$ cat src/hdl/sdrc_pkg.sv
// shared types and constants for the stick dead-zone and radial clamp core
package sdrc_pkg;

   // field widths fixed by the sample format
   localparam int RAW_W  = 16;
   localparam int OUT_W  = 16;
   localparam int CSR_W  = 15;

   // register reset values
   localparam logic [CSR_W-1:0] DEAD_ZONE_RESET  = 15'd3000;
   localparam logic [CSR_W-1:0] FULL_SCALE_RESET = 15'd25000;

   // register indexes
   typedef enum logic [0:0] {
      CSR_DEAD_ZONE  = 1'b0,
      CSR_FULL_SCALE = 1'b1
   } csr_index_type;

   // input beat
   typedef struct packed {
      logic signed [RAW_W-1:0] raw_x;
      logic signed [RAW_W-1:0] raw_y;
   } req_type;

   // result beat
   typedef struct packed {
      logic signed [OUT_W-1:0] out_x;
      logic signed [OUT_W-1:0] out_y;
      logic                    length_limited;
   } rsp_type;

endpackage

$ cat src/hdl/sdrc_sqrt_cell.sv
// one digit-by-digit square root step, two radicand bits per cell
module sdrc_sqrt_cell import sdrc_pkg::*; #(
   parameter int NW = 32,
   parameter int RW = 16,
   parameter int SW = 33
) (
   input  logic            clock,
   input  logic            reset,
   input  logic            en,
   input  logic            vld_in,
   input  logic [RW+1:0]   rem_in,
   input  logic [RW-1:0]   root_in,
   input  logic [NW-1:0]   rad_in,
   input  logic [SW-1:0]   side_in,
   output logic            vld_out,
   output logic [RW+1:0]   rem_out,
   output logic [RW-1:0]   root_out,
   output logic [NW-1:0]   rad_out,
   output logic [SW-1:0]   side_out
);

   logic            vld_ff;
   logic [RW+1:0]   rem_ff, rem_in_w;
   logic [RW-1:0]   root_ff, root_in_w;
   logic [NW-1:0]   rad_ff;
   logic [SW-1:0]   side_ff;

   // bring down two bits and try root*4+1
   always_comb begin
      logic [RW+3:0] rn;
      logic [RW+3:0] trial;
      logic [RW+3:0] d;
      logic          ge;
      rn    = {rem_in, rad_in[NW-1:NW-2]};
      trial = {2'b00, root_in, 2'b01};
      d     = rn - trial;
      ge    = (rn >= trial);
      rem_in_w  = ge ? d[RW+1:0] : rn[RW+1:0];
      root_in_w = {root_in[RW-2:0], ge};
   end

   // valid flag
   always_ff @(posedge clock) begin
      if (reset) begin
         vld_ff <= 1'b0;
      end else if (en) begin
         vld_ff <= vld_in;
      end
   end

   // payload
   always_ff @(posedge clock) begin
      if (en) begin
         rem_ff  <= rem_in_w;
         root_ff <= root_in_w;
         rad_ff  <= {rad_in[NW-3:0], 2'b00};
         side_ff <= side_in;
      end
   end

   assign vld_out  = vld_ff;
   assign rem_out  = rem_ff;
   assign root_out = root_ff;
   assign rad_out  = rad_ff;
   assign side_out = side_ff;

endmodule

$ cat config.mk
export PLATFORM = sky130hd
export DESIGN_NAME = sdrc_sqrt_cell
export DESIGN_NICKNAME = d
export VERILOG_FILES = /design/src/hdl/sdrc_pkg.sv /design/src/hdl/sdrc_sqrt_cell.sv
export SDC_FILE = /design/constraint.sdc
export NUM_CORES = 1
export LEC_CHECK = 0
export CAP_MARGIN = 20
export CORE_MARGIN = 1
export CORE_UTILIZATION = 50
export CTS_CLUSTER_SIZE = 30
export DETAILED_ROUTE_END_ITERATION = 10
export DONT_BUFFER_PORTS = 1
export GPL_ROUTABILITY_DRIVEN = 0
export SLEW_MARGIN = 20
export SYNTH_ARGS = -nofsm -noshare
export SYNTH_HDL_FRONTEND = slang
export SYNTH_SLANG_ARGS = --single-unit
$ cat constraint.sdc
create_clock -name clock -period 4.3 [get_ports clock]
set_input_delay 0.215 -clock clock [delete_from_list [all_inputs] [get_ports clock]]
set_output_delay 0.215 -clock clock [all_outputs]
set_load 0.02 [all_outputs]
==> flow_metrics.py <==
metrics = {
    "outcome": {
        "status": "complete, no violations",
    },
    "logic_synthesis": {
        "synth.yosys.seq_area_share_pct": 70.8,
        "synth-warning-count": 0,
        "synth_simple_gate_area_share_pct": 4.11,
        "ys_dominant_reg_cell": "edfxtp_1",
        "synth-xor-area-share_pct": 3.59,
        "synth_cell_type_count": 45,
        "async_flop_share_pct": 0,
        "post_synth_fa_ha_maj_area_fraction_pct": 5.44,
        "synth-seq-cells": 98,
        "main_combinational_cell_family_by_area_after_synthesis": "compound AO/OA/AOI/OAI gates",
        "syn-mean-instance-area_um2": 16.5,
        "netlist_instances": 251,
        "synth_enable_flop_cells": 97,
        "mappedNetlistArea_um2": 4140,
        "synth-compound-area-share_pct": 7.70,
        "synthMuxAreaShare_pct": 5.47,
    },
    "floorplanning": {
        "core_area_um2": 7890,
        "floorplan.rows": 32,
        "io_pins": 203,
        "dieArea_um2": 8650,
        "die_width_um": 93.0,
        "start_util_pct": 52.5,
        "floorplan.die.height_um": 93.0,
    },
    "timing": {
        "worst-slew-pin-transition_ns": 0.768,
        "slew_headroom_pct": 48.6,
        "grt_setup_unrepaired": "false",
        "timing.final.hold_violations": 0,
        "period_share_pct": 53.6,
        "slew_violations": 0,
        "timing.final.crit_period_ns": 2.30,
        "hold_slack_final_ns": 0.0701,
        "fmax_mhz": 434,
        "setup_viol": 0,
        "final.setup.worst_slack_ns": 2.00,
        "fin_skew_ns": 0,
        "setup_tns_ns": 0,
    },
    "power": {
        "vdd_ir_drop_max_mv": 0.233,
        "powerDensity_nw_per_um2": 423,
        "seqPwrFrac_pct": 59.1,
        "pwr-share-comb_pct": 12.3,
        "power.internal_mw": 1.60,
        "p_switching_mw": 0.627,
        "totalPowerFinal_mw": 2.23,
        "cellLeakagePower_nw": 1.97,
        "sw_frac_of_total_pct": 28.1,
        "p_clk_share_pct": 28.6,
    },
    "clock_network": {
        "tritoncts.num_buffers": 9,
        "worst_skew_pair.late_latency_ns": 0.36,
        "setup_buffers_after_cts": 0,
        "cts_hold_buf": 81,
        "clkSlewWorstSetupHoldPaths_ns": 0.10,
        "post_cts_resized": 0,
        "tritoncts_num_sinks": 98,
        "cts-root-to-sink-buffers": 2,
        "deepest_level_of_the_cts_h_tree": 3,
        "clk_root_buffer_cell": "clkbuf_8",
        "tritoncts": "done",
    },
    "worst_setup_path": {
        "worst_ep_arrival_time_ns": 2.41,
        "crit_path_cell_trace": "inv_1 > ha_1 > nand2b_1 > a211oi_2 > a31oi_1 > a21oi_2 > nor2b_2 > o21ai_4 > mux2_2",
        "crit_slowest_cell": "o21ai_4",
        "cp-end-kind": "flip-flop",
        "critPathKind": "in2reg",
        "worstSetupStartpointType": "input port",
        "worstPathMaxFanout": 19,
        "cp.required_ns": 4.41,
        "critical_path.max_stage_delay_ns": 0.62,
    },
    "routing": {
        "routed_via_density": 5.34,
        "ant_nets": 0,
        "post-route-drc-count": 0,
        "totalWireLength_um": 8920,
        "detail_route.first_pass.iterations": 4,
        "dr.first_iter.drc_count": 81,
        "num_vias": 2380,
        "wire_per_inst_um": 20.0,
    },
    "job": {
        "drv_cap": 0,
    },
    "cells_and_area": {
        "layout.area.seq_um2": 2930,
        "final_nets": 460,
        "drive_above_1_share_pct": 12.8,
        "footprint_of_the_multi_input_gates_um2": 1100,
        "area_growth_syn_to_layout_pct": 27.2,
        "layout.filler_cells": 562,
        "diodes": 0,
    },
    "global_routing": {
        "number_of_antenna_violations_at_the_first_check_in_global_routing": 0,
        "grt_start_max_net_pins": 98,
        "vias_in_the_first_global_route": 2434,
        "grt.total_usage_pct": 20.3,
        "total_congestion_overflow_after_global_routing": 0,
        "wire_length_of_the_first_global_routing_pass_um": 13100,
    },
    "hold_path": {
        "worstHoldPathType": "in2reg",
    },
    "placement": {
        "placement.setup.worst_slack_ns": 1.55,
        "dp_hpwl_um": 5900,
        "io_buffers": 0,
    },
}
cell usage after synthesis (3+ instances only):
master,n,share of area [%]
edfxtp_1,97,70
inv_1,19,1.7
ha_1,18,5.4
xnor2_1,13,2.7
nor2_1,11,1.0
a21oi_1,10,1.2
nand2_1,10,0.91
mux2_2,9,2.4
mux2_4,7,2.5
xor2_1,4,0.85
o21a_1,3,0.54
o21ai_0,3,0.36
o21ai_1,3,0.36
placed cells by master (no fill, tap or decap), drive strengths merged, types with 4 or more instances in the layout:
master       count
a21oi           12
clkbuf           9
dlygate4sd3     80
edfxtp          97
ha              18
inv             23
mux2            16
nand2           10
nor2            11
o21ai            7
xnor2           13
xor2             4
metal layers:
metal / GRT usage (%) / share of wire [%]
met1: 24.4 / 39
met2: 34.1 / 51
met3: 7.40 / 8.2
met4: 6.15 / 1.7
met5: 0 / 0
critical path, delay by kind of cell:
family / cells / cell delay (ns)
compound gates: 4 / 1.24
fa+ha+maj: 1 / 0.34
buf+inv: 1 / 0.02
mux: 1 / 0.41
simple gates: 2 / 0.18
registers in the layout, summed over array words and instances, names as in the netlist:
| name | flops |
|---|---|
| side_out | 33 |
| vld_out | 1 |
| root_out | 16 |
| rem_out | 18 |
| rad_out | 30 |
power by group through the flow:
stage	Sequential (mW)	Combinational (mW)	Clock (mW)
after global placement	1.34	0.193	0
after detailed placement	1.34	0.195	0
after global routing	1.32	0.303	0.685
after floorplan	1.32	0.171	0
final	1.32	0.275	0.637
after CTS	1.32	0.277	0.646
stage by stage:
| stage | instance area, µm² | util (%) | std cells |
|---|---|---|---|
| 2_1_floorplan | 4150 | - | 252 |
| 3_3_place_gp | 4230 | 53.6 | 349 |
| 3_5_place_dp | 4230 | 53.6 | 349 |
| 4_1_cts | 5270 | 66.8 | 446 |
| 5_1_grt | 5270 | 66.8 | 446 |
| 6_report | 5270 | 66.8 | 446 |
final cells by class:
type,count,share of cell area [%]
clock buffers,9,2.35
well taps,102,2.42
flip-flops and latches,98,55.6
multi-input cells,130,20.8
repair buffers,81,15.7
inverters,19,1.35
clock inverters,7,1.71
logic make-up (layout without fill, tap and decap cells):
family / after synthesis / after routing
buffers and inverters: 24 / 116
muxes: 18 / 18
adders and majority gates: 18 / 18
DFF: 98 / 98
and+or+nand+nor: 35 / 35
other: 1 / 2
xor gates and xnor gates: 17 / 17
AOI/OAI and AO/OA: 40 / 40
final timing paths:
path                            slack (ns)       start          end  cells after the start
worst max register to register        3.07     vld_out      vld_out                      3
worst min-delay path                  0.07  rem_in[15]  rem_out[17]                      1
worst max-delay path                  2.00  root_in[0]   rem_out[9]                      9
worst min register to register        1.16     vld_out      vld_out                      3
Power figures use the tool's default switching activity.
