--- config.mk ---
export PLATFORM = sky130hd
export DESIGN_NAME = sdrc_div_cell
export DESIGN_NICKNAME = d
export VERILOG_FILES = /design/src/hdl/sdrc_pkg.sv /design/src/hdl/sdrc_div_cell.sv
export SDC_FILE = /design/constraint.sdc
export NUM_CORES = 1
export LEC_CHECK = 0
export BUFFER_PORTS_ARGS = -buffer_cell sky130_fd_sc_hd__clkbuf_2
export CORE_MARGIN = 2
export CORE_UTILIZATION = 45
export CTS_CLUSTER_DIAMETER = 150
export CTS_CLUSTER_SIZE = 8
export DETAILED_ROUTE_END_ITERATION = 10
export GPL_TIMING_DRIVEN = 0
export PLACE_DENSITY = 0.74
export SETUP_SLACK_MARGIN = 0.3
export SYNTH_ARGS = -nofsm -noshare
export SYNTH_HDL_FRONTEND = slang
export SYNTH_SLANG_ARGS = --single-unit
--- constraint.sdc ---
create_clock -name clock -period 2.7 [get_ports clock]
set_input_delay 0.135 -clock clock [delete_from_list [all_inputs] [get_ports clock]]
set_output_delay 0.135 -clock clock [all_outputs]
set_load 0.02 [all_outputs]
--- src/hdl/sdrc_pkg.sv ---
// shared types and constants for the stick dead-zone and radial clamp core
package sdrc_pkg;

   // field widths fixed by the sample format
   localparam int RAW_W  = 16;
   localparam int OUT_W  = 16;
   localparam int CSR_W  = 15;

   // register reset values
   localparam logic [CSR_W-1:0] DEAD_ZONE_RESET  = 15'd3000;
   localparam logic [CSR_W-1:0] FULL_SCALE_RESET = 15'd25000;

   // register indexes
   typedef enum logic [0:0] {
      CSR_DEAD_ZONE  = 1'b0,
      CSR_FULL_SCALE = 1'b1
   } csr_index_type;

   // input beat
   typedef struct packed {
      logic signed [RAW_W-1:0] raw_x;
      logic signed [RAW_W-1:0] raw_y;
   } req_type;

   // result beat
   typedef struct packed {
      logic signed [OUT_W-1:0] out_x;
      logic signed [OUT_W-1:0] out_y;
      logic                    length_limited;
   } rsp_type;

endpackage

--- src/hdl/sdrc_div_cell.sv ---
// one restoring-division step for both axes sharing one divisor
module sdrc_div_cell import sdrc_pkg::*; #(
   parameter int DW    = 15,
   parameter int QW    = 15,
   parameter int SW    = 4,
   parameter bit SHIFT = 1'b1
) (
   input  logic                   clock,
   input  logic                   reset,
   input  logic                   en,
   input  logic                   vld_in,
   input  logic [1:0][DW-1:0]     rem_in,
   input  logic [1:0][QW-1:0]     quo_in,
   input  logic [DW-1:0]          dvs_in,
   input  logic [SW-1:0]          side_in,
   output logic                   vld_out,
   output logic [1:0][DW-1:0]     rem_out,
   output logic [1:0][QW-1:0]     quo_out,
   output logic [DW-1:0]          dvs_out,
   output logic [SW-1:0]          side_out
);

   logic                vld_ff;
   logic [1:0][DW-1:0]  rem_ff, rem_in_w;
   logic [1:0][QW-1:0]  quo_ff, quo_in_w;
   logic [DW-1:0]       dvs_ff;
   logic [SW-1:0]       side_ff;

   // trial subtract per lane
   always_comb begin
      logic [DW:0] t;
      logic [DW:0] d;
      logic        ge;
      for (int k = 0; k < 2; k++) begin
         t  = SHIFT ? {rem_in[k], 1'b0} : {1'b0, rem_in[k]};
         d  = t - {1'b0, dvs_in};
         ge = (t >= {1'b0, dvs_in});
         rem_in_w[k] = ge ? d[DW-1:0] : t[DW-1:0];
         quo_in_w[k] = {quo_in[k][QW-2:0], ge};
      end
   end

   // valid flag
   always_ff @(posedge clock) begin
      if (reset) begin
         vld_ff <= 1'b0;
      end else if (en) begin
         vld_ff <= vld_in;
      end
   end

   // payload
   always_ff @(posedge clock) begin
      if (en) begin
         rem_ff  <= rem_in_w;
         quo_ff  <= quo_in_w;
         dvs_ff  <= dvs_in;
         side_ff <= side_in;
      end
   end

   assign vld_out  = vld_ff;
   assign rem_out  = rem_ff;
   assign quo_out  = quo_ff;
   assign dvs_out  = dvs_ff;
   assign side_out = side_ff;

endmodule

==> impl_metrics.tcl, run 1 <==
set metrics [dict create \
    fin_hold_ws_ns 0.07110 \
    fmax_mhz 437.6 \
    tightest_slew_ns 0.6753 \
    utilization_pct 65.05 \
    rr_worst_depth 2 \
    area_growth_pct 40.70 \
    tns_ns 0 \
    ios 163 \
    reg2reg_setup_slack_ns 2.08 \
    gr-total-overflow 0 \
    drv_cap 0 \
    p_per_area_nw_per_um2 588.3 \
    synth-edff-count 79 \
    num_rows 35 \
    hold_depth 3 \
    synthTopCellsByCount "79 x edfxtp_1, 30 x ha_1, 29 x nor2_1, 24 x inv_1, 21 x a21oi_1" \
    cts_tree "done" \
    ant_nets 0 \
    dp_cells 596 \
    grt_max_degree 56 \
    final_cells 664 \
    endpoint_kind "register" \
    h-tree-depth 3 \
    async_flop_share_pct 0 \
    synth_nets 439 \
    post_drt_wl_per_cell_um 16.76 \
    outcome "finished, final reports clean" \
    power.share.clock_pct 27.9 \
    nets 663 \
    p_switching_mw 1.037 \
    r2r-end "vld_out" \
    avgSynthCellArea_um2 13.12 \
    min_path_type "primary input to register" \
    regToRegStartpoint "vld_out" \
    dp_hpwl_um 7375 \
    netlist_area_um2 4252 \
    intPower_mw 2.482 \
    p_leak_nw 2.650 \
    synth_flop_cell "edfxtp_1" \
    remaining_drc_errors 0 \
    skew_ns 0 \
    dieHeight_um 101.2 \
    crit_required_ns 2.80 \
    yosysTopAreaCell "edfxtp_1" \
    final_area_um2 5982 \
    grt_pass1_vias 3472 \
    cts.sink_count 80 \
    yosys-top-cells-area "edfxtp_1 56%, ha_1 8.8%, mux2_2 4.2%" \
    drive_above_1_share_pct 40.33 \
    ys_seq_area_share_pct 56.27 \
    peakVddDrop_v 0.0003722 \
    cts_root_buffer "clkbuf_8" \
    yosysWarnings 0 \
    die_area_um2 10240 \
    crit_end "rem_out[25]" \
    fin_crit_sh_pct 84.64 \
    synthCells 324 \
    initial_utilization_pct 46.23 \
    clk_latency_ns 0.34 \
    cp-startpoint "dvs_in[0]" \
    wirelength_um 11130 \
    track_usage_pct 21.37 \
    grt_antenna_before_repair 0 \
    cp.arrival_ns 2.39 \
    grt_first_pass_wirelength_um 16860 \
    rsz0062_at_grt "no" \
    first_iter_violations 99 \
    synth_cell_types 49 \
    place_congestion 0.8576 \
    clk_pin_slew_ns 0.08 \
    seqPwrFrac_pct 44.4 \
    cts_max_path_buffers 2 \
    report.final.slew_viol_count 0 \
    layout_min_cycle_time_ns 2.285 \
    relSlewSlack_pct 54.39 \
    avgViaCountPerCell 5.226 \
    hold_viol_final 0 \
    antenna_cells 0 \
    finalSetupViolCount 0 \
    dpl_cell_area_um2 5224 \
    critPathMaxFanout 10 \
    core_area_um2 9196 \
    yosys.area.top_type_share_pct 55.80 \
    p_sw_share_pct 29.47 \
    die_w_um 101.2 \
    routed-via-count 3470 \
    firstDrtPassIters 4 \
    yosysMostFrequentCell "edfxtp_1" \
    p_comb_share_pct 27.6 \
    yosys_register_bits 80 \
    numCtsBuffers 9 \
    critPathKind "primary input to register" \
    setup.worst_path.start_class "primary input" \
    io_buffers 160 \
]
## repair_timing
action | 4_1_cts | 5_1_grt
pin swaps | 2 | 3
hold endpoints to repair | 47 | 0
setup buffers | 2 | 3
hold buffers | 47 | 0
gates resized for setup | 0 | 8
setup endpoints to repair | 8 | 16
## registers in the layout (all words and copies together), names as in the netlist
signal / flops
side_out: 4
dvs_out: 15
rem_out: 30
quo_out: 30
vld_out: 1
## through the flow
stage / total power [mW] / worst slack (ns)
final: 3.519 / 0.4148
after global routing: 3.679 / 0.2938
after CTS: 3.515 / 0.3041
after detailed placement: 2.469 / -0.1627
after global placement: 2.449 / -0.1454
after floorplan: 2.174 / 0.3406
## power by group through the flow
stage | Clock (mW) | Combinational, mW | Sequential (mW)
6_report | 0.982 | 0.973 | 1.56
3_3_place_gp | 0 | 0.859 | 1.59
2_1_floorplan | 0 | 0.410 | 1.76
4_1_cts | 1.01 | 0.946 | 1.56
3_5_place_dp | 0 | 0.881 | 1.59
5_1_grt | 1.04 | 1.06 | 1.58
## area by class of cell
cell class	instances	area, um^2
inverter	24	90.09
fill	661	3214
clock buffer	10	127.6
multi-input combinational	216	1770
buffer	4	31.28
sequential	80	2392
clock inverter	6	92.59
timing repair buffer	213	1339
tap	111	138.9
## layout by cell type (no fill, tap or decap), types with 5 or more instances in the layout
cell | synthesis | layout
mux2_4 | 8 | 8
xnor2_1 | 12 | 12
edfxtp_1 | 79 | 79
a21oi_1 | 21 | 21
buf_4 | 0 | 5
xor2_1 | 7 | 7
nor2_1 | 29 | 29
nand2_1 | 13 | 13
dlygate4sd3_1 | 0 | 47
o21a_1 | 6 | 6
clkbuf_2 | 0 | 160
ha_1 | 30 | 30
o21ai_0 | 14 | 13
mux2_2 | 16 | 16
clkbuf_8 | 0 | 9
inv_1 | 24 | 23
## worst max-delay path, cell delays in order
cell and delay, ns:
clkbuf_2 0.17, inv_2 0.10, fa_1 0.43, a21o_1 0.20, a31oi_2 0.22, o31a_2 0.16, nand3_1 0.09, a41oi_2 0.27
o21ai_4 0.12, buf_6 0.18, mux2_1 0.32
## worst min path at each step
stage / start / end
3_5_place_dp: reset / vld_out
3_3_place_gp: reset / vld_out
6_report: vld_in / vld_out
2_1_floorplan: reset / vld_out
5_1_grt: dvs_in[0] / dvs_out[0]
4_1_cts: vld_in / vld_out
## cell families after synthesis
| logic type | count (synthesis) | synth area share, % |
|---|---|---|
| flops | 80 | 56.27 |
| compound gates | 75 | 12.74 |
| simple gates | 63 | 6.680 |
| fa+ha+maj | 32 | 9.770 |
| buf+inv | 28 | 2.825 |
| mux | 27 | 7.799 |
| xor+xnor | 19 | 3.914 |
## metal layers
| layer | vias up | GRT usage, % | wire length, um |
|---|---|---|---|
| met4 | 0 | 5.405 | 97 |
| met2 | 124 | 39.33 | 5912 |
| met5 | - | 0 | 0 |
| met1 | 1671 | 24.74 | 4301 |
| li1 | 1665 | - | - |
| met3 | 10 | 5.521 | 818 |
Note: power is estimated with default switching activity, not from simulation.
==> run 2: changes to the inputs <==
--- a/config.mk
+++ b/config.mk
@@ -5,6 +5,7 @@
 export SDC_FILE = /design/constraint.sdc
 export NUM_CORES = 1
 export LEC_CHECK = 0
+export ABC_AREA = 1
 export BUFFER_PORTS_ARGS = -buffer_cell sky130_fd_sc_hd__clkbuf_2
 export CORE_MARGIN = 2
 export CORE_UTILIZATION = 45
@@ -12,7 +13,7 @@
 export CTS_CLUSTER_SIZE = 8
 export DETAILED_ROUTE_END_ITERATION = 10
 export GPL_TIMING_DRIVEN = 0
-export PLACE_DENSITY = 0.74
+export PLACE_DENSITY = 0.76
 export SETUP_SLACK_MARGIN = 0.3
 export SYNTH_ARGS = -nofsm -noshare
 export SYNTH_HDL_FRONTEND = slang
==> constraint.sdc (replaced) <==
create_clock -name clock -period 1.9 [get_ports clock]
set_input_delay 0.095 -clock clock [delete_from_list [all_inputs] [get_ports clock]]
set_output_delay 0.095 -clock clock [all_outputs]
set_load 0.02 [all_outputs]
==> impl_metrics.tcl, run 2 <==
set metrics [dict create \
    yosysTopAreaCell "edfxtp_1" \
    dp_hpwl_um 9698 \
    ys_seq_area_share_pct 50.88 \
    fmax_mhz 659.3 \
    synth_cell_types 27 \
    cp.arrival_ns 1.63 \
    routed-via-count 4314 \
    tightest_slew_ns 0.4965 \
    die_area_um2 11280 \
    cts.sink_count 80 \
    endpoint_kind "register" \
    io_buffers 160 \
    peakVddDrop_v 0.0003656 \
    grt_max_degree 47 \
    ios 163 \
    p_per_area_nw_per_um2 772.5 \
    critPathMaxFanout 10 \
    drv_cap 0 \
    ant_nets 0 \
    relSlewSlack_pct 66.90 \
    avgSynthCellArea_um2 8.707 \
    yosysWarnings 0 \
    critPathKind "primary input to register" \
    first_iter_violations 247 \
    async_flop_share_pct 0 \
    firstDrtPassIters 5 \
    track_usage_pct 24.08 \
    dieHeight_um 106.2 \
    yosys_register_bits 80 \
    final_cell_mix "201 x nand2_1, 159 x clkbuf_2, 85 x inv_1" \
    h-tree-depth 3 \
    antenna_cells 0 \
    synthCells 540 \
    yosysMostFrequentCell "nand2_1" \
    hold_depth 3 \
    p_leak_nw 3.366 \
    synthTopCellsByCount "202 x nand2_1, 86 x inv_1, 79 x edfxtp_1, 43 x nand3_1, 30 x ha_1" \
    outcome "finished, final reports clean" \
    die_w_um 106.2 \
    drive_above_1_share_pct 29.59 \
    layout_min_cycle_time_ns 1.517 \
    report.final.slew_viol_count 0 \
    initial_utilization_pct 45.96 \
    hold_viol_final 0 \
    synth_nets 655 \
    grt_antenna_before_repair 0 \
    cts_tree "done" \
    tns_ns 0 \
    clk_latency_ns 0.36 \
    yosys-top-cells-area "edfxtp_1 50%, nand2_1 16%, ha_1 8.0%" \
    place_congestion 0.9137 \
    yosys.area.top_type_share_pct 50.45 \
    crit_required_ns 2.01 \
    synth_flop_cell "edfxtp_1" \
    setup.worst_path.start_class "primary input" \
    final_common_cell "nand2_1" \
    synth-edff-count 79 \
    rsz0062_at_grt "no" \
    cts_root_buffer "clkbuf_8" \
    area_growth_pct 40.58 \
    skew_ns 0 \
    netlist_area_um2 4702 \
    cts_max_path_buffers 2 \
    numCtsBuffers 9 \
    gr-total-overflow 0 \
    final_cells 910 \
    grt_pass1_vias 4268 \
    grt_first_pass_wirelength_um 20730 \
    post_drt_wl_per_cell_um 14.94 \
    nets 884 \
    avgViaCountPerCell 4.741 \
    wirelength_um 13590 \
    core_area_um2 10230 \
    fin_crit_sh_pct 79.83 \
    num_rows 37 \
    finalSetupViolCount 0 \
    remaining_drc_errors 0 \
    dp_cells 837 \
    min_path_type "primary input to register" \
    clk_pin_slew_ns 0.10 \
    rr_worst_depth 3 \
]
-- run 2: what timing repair did --
action / 4_1_cts / 5_1_grt
gates resized for setup: 1 / 17
endpoints found under the hold margin: 48 / 0
setup buffers: 2 / 6
pin swaps: 0 / 4
hold buffers: 49 / 0
setup endpoints to repair: 2 / 21
-- run 2: per-stage QoR --
stage / setup slack, ns / cell area [um^2] / power (mW) / hold WS, ns / util (%)
6_report: 0.3833 / 6610 / 5.106 / 0.02455 / 64.61
5_1_grt: 0.2953 / 6610 / 5.369 / 0.02245 / 64.61
4_1_cts: 0.3414 / 6430 / 5.064 / 0.01183 / 62.85
3_5_place_dp: -0.08135 / 5700 / 3.555 / 0.2579 / 55.72
3_3_place_gp: -0.06909 / 5678 / 3.528 / 0.2540 / 55.50
2_1_floorplan: 0.3481 / 4707 / 3.093 / 0.1674 / -
-- run 2: critical path, stage by stage --
cell,delay (ns)
clkbuf_2,0.11
inv_1,0.08
ha_1,0.36
nand2_1,0.09
inv_1,0.08
nand2_1,0.09
nor3_1,0.14
nand2_1,0.11
nand2_4,0.13
inv_4,0.07
buf_6,0.15
nand2_1,0.06
nand2_1,0.07
-- run 2: power by group --
part / internal [mW] / switching, mW / total (mW) / leakage (nW)
Sequential: 2.16 / 0.0554 / 2.22 / 0.781
Clock: 0.750 / 0.678 / 1.43 / 0.107
Combinational: 0.558 / 0.901 / 1.46 / 2.48
Total: 3.47 / 1.63 / 5.11 / 3.37
-- run 2: path summary, 6_finish.rpt --
kind,start,endpoint,slack (ns)
max,dvs_in[13],rem_out[11],0.38
min,rem_in[2],rem_out[3],0.02
max reg2reg,vld_out,vld_out,0.71
min reg2reg,vld_out,vld_out,1.12
-- run 2: area by class of cell --
cell class,count,area (um^2)
Multi-Input combinational cell,365,2056
Sequential cell,80,2392
Clock buffer,10,127.6
Tap cell,136,170.2
Buffer,4,45.04
Inverter,91,351.6
Timing Repair Buffer,218,1374
Clock inverter,6,93.84
Fill cell,849,3621
-- run 2: metal layers --
metal | up-vias | global-route usage, % | wire [um]
met5 | - | 0 | 0
met4 | 0 | 9.774 | 255
met3 | 20 | 4.905 | 832
met2 | 154 | 41.07 | 6646
met1 | 1944 | 29.84 | 5857
li1 | 2196 | - | -
-- run 2: cells by family after synthesis --
logic type	after synthesis	synth area share, %
fa+ha+maj	32	8.835
xor+xnor	10	1.863
flops	80	50.88
compound gates	20	2.448
buf+inv	95	8.329
mux	1	0.2129
simple gates	302	27.43
==> run 3: changes to the inputs <==
--- a/config.mk
+++ b/config.mk
@@ -13,7 +13,7 @@
 export CTS_CLUSTER_SIZE = 8
 export DETAILED_ROUTE_END_ITERATION = 10
 export GPL_TIMING_DRIVEN = 0
-export PLACE_DENSITY = 0.76
+export PLACE_DENSITY = 0.73
 export SETUP_SLACK_MARGIN = 0.3
 export SYNTH_ARGS = -nofsm -noshare
 export SYNTH_HDL_FRONTEND = slang
==> constraint.sdc (replaced) <==
create_clock -name clock -period 1.4 [get_ports clock]
set_input_delay 0.07 -clock clock [delete_from_list [all_inputs] [get_ports clock]]
set_output_delay 0.07 -clock clock [all_outputs]
set_load 0.02 [all_outputs]
==> impl_metrics.tcl, run 3 (synthesis gave the netlist of run 2 again) <==
set metrics [dict create \
    dieHeight_um 106.2 \
    area_growth_pct 63.76 \
    final_cells 943 \
    cts_max_path_buffers 2 \
    skew_ns 0 \
    final_common_cell "nand2_1" \
    drv_cap 0 \
    finalSetupViolCount 0 \
    numCtsBuffers 9 \
    post_drt_wl_per_cell_um 16.56 \
    place_ws_ns -0.4996 \
    grt_first_pass_wirelength_um 24290 \
    met2WireLength_um 7734 \
    cp-startpoint "dvs_in[0]" \
    h-tree-depth 3 \
    gr-total-overflow 0 \
    crit_required_ns 1.54 \
    peakVddDrop_v 0.0005491 \
    num_rows 37 \
    endpoint_kind "register" \
    cp.arrival_ns 1.53 \
    avgViaCountPerCell 5.022 \
    setup.worst_path.start_class "primary input" \
    layout_min_cycle_time_ns 1.392 \
    nets 917 \
    clk_latency_ns 0.36 \
    hold_viol_final 0 \
    cts_root_buffer "clkbuf_8" \
    wirelength_um 15620 \
    remaining_drc_errors 0 \
    critPathMaxFanout 5 \
    routed-via-count 4736 \
    dp_cells 837 \
    relSlewSlack_pct 71.41 \
    top_layer "met4" \
    setup_slack_ns 0.008072 \
    place_congestion 0.8950 \
    dp_hpwl_um 9927 \
    drive_above_1_share_pct 46.22 \
    die_area_um2 11280 \
    track_usage_pct 28.19 \
    utilization_pct 75.26 \
    grt_max_degree 55 \
    worstHoldStart "rem_in[0]" \
    grt_antenna_before_repair 0 \
    min_path_type "primary input to register" \
    grt_pass1_vias 4905 \
    die_w_um 106.2 \
    first_iter_violations 269 \
    ant_nets 0 \
    fmax_mhz 718.4 \
    drt-met1-wl_um 6000 \
    report.final.slew_viol_count 0 \
    io_buffers 160 \
    firstDrtPassIters 6 \
    core_area_um2 10230 \
    ios 163 \
    initial_utilization_pct 45.96 \
    final_area_um2 7700 \
    dpl_cell_area_um2 5906 \
    cts_tree "done" \
    p_per_area_nw_per_um2 943.2 \
    wl_met3_um 1355 \
    outcome "finished, final reports clean" \
    tightest_slew_ns 0.4289 \
    final_cell_mix "153 x nand2_1, 148 x clkbuf_2, 79 x edfxtp_1" \
    clk_pin_slew_ns 0.10 \
    critPathKind "primary input to register" \
    fin_crit_sh_pct 99.42 \
    finalPower_mw 7.262 \
    reg2reg_setup_slack_ns 0.82 \
    rsz0062_at_grt "yes" \
    regToRegStartpoint "vld_out" \
    p_leak_nw 3.723 \
    cts.sink_count 80 \
    antenna_cells 0 \
]
-- run 3: changes by cell type in the layout (fill, tap and decap cells not counted), sizes merged --
cell,delta
buf,+33
bufinv,-2
clkbuf,-1
clkinv,+1
clkinvlp,+2
-- run 3: what timing repair did --
action,CTS,global route
cloned,3,1
setup buffers,34,3
setup endpoints to repair,32,32
pin swaps,38,25
hold endpoints to repair,48,0
gates resized for setup,124,51
hold buffers,49,0
-- run 3: layer usage --
metal | vias to the layer above | GRT usage [%]
met2 | 234 | 49.54
met3 | 48 | 7.419
met4 | 0 | 10.34
met1 | 2190 | 33.03
li1 | 2264 | -
met5 | - | 0
-- run 3: power by group --
part | internal [mW] | switching [mW]
logic | 1.12 | 1.50
registers | 2.94 | 0.0729
clock network | 0.656 | 0.976
total | 4.71 | 2.55
-- run 3: area by class of cell --
type,instances,area (um^2)
Inverter,91,404.1
Sequential cell,80,2392
Tap cell,136,170.2
Clock buffer,9,123.9
Buffer,4,60.06
Timing Repair Buffer,251,1872
Fill cell,692,2531
Clock inverter,7,53.80
Multi-Input combinational cell,365,2624
-- run 3: stage by stage --
stage	hold WS (ns)	TNS, ns
after floorplan	0.1424	-1.384
after global placement	0.2304	-52.41
after detailed placement	0.2308	-13.21
after CTS	0.005379	0
after global routing	0.01933	-0.1716
final	0.009822	0
-- run 3: worst max-delay path: stages --
cell	delay [ns]
clkbuf_16	0.12
clkinv_8	0.05
fa_2	0.36
nand2_2	0.09
nand2_2	0.07
nand3_2	0.09
nand3_2	0.10
nand2_2	0.09
nand2_4	0.10
buf_6	0.15
buf_16	0.13
nand2_2	0.06
nand2_1	0.05
-- run 3: worst paths after layout --
check	to	depth (start not counted)
max	rem_out[21]	13
min	rem_out[1]	3
min reg2reg	vld_out	2
max reg2reg	vld_out	2
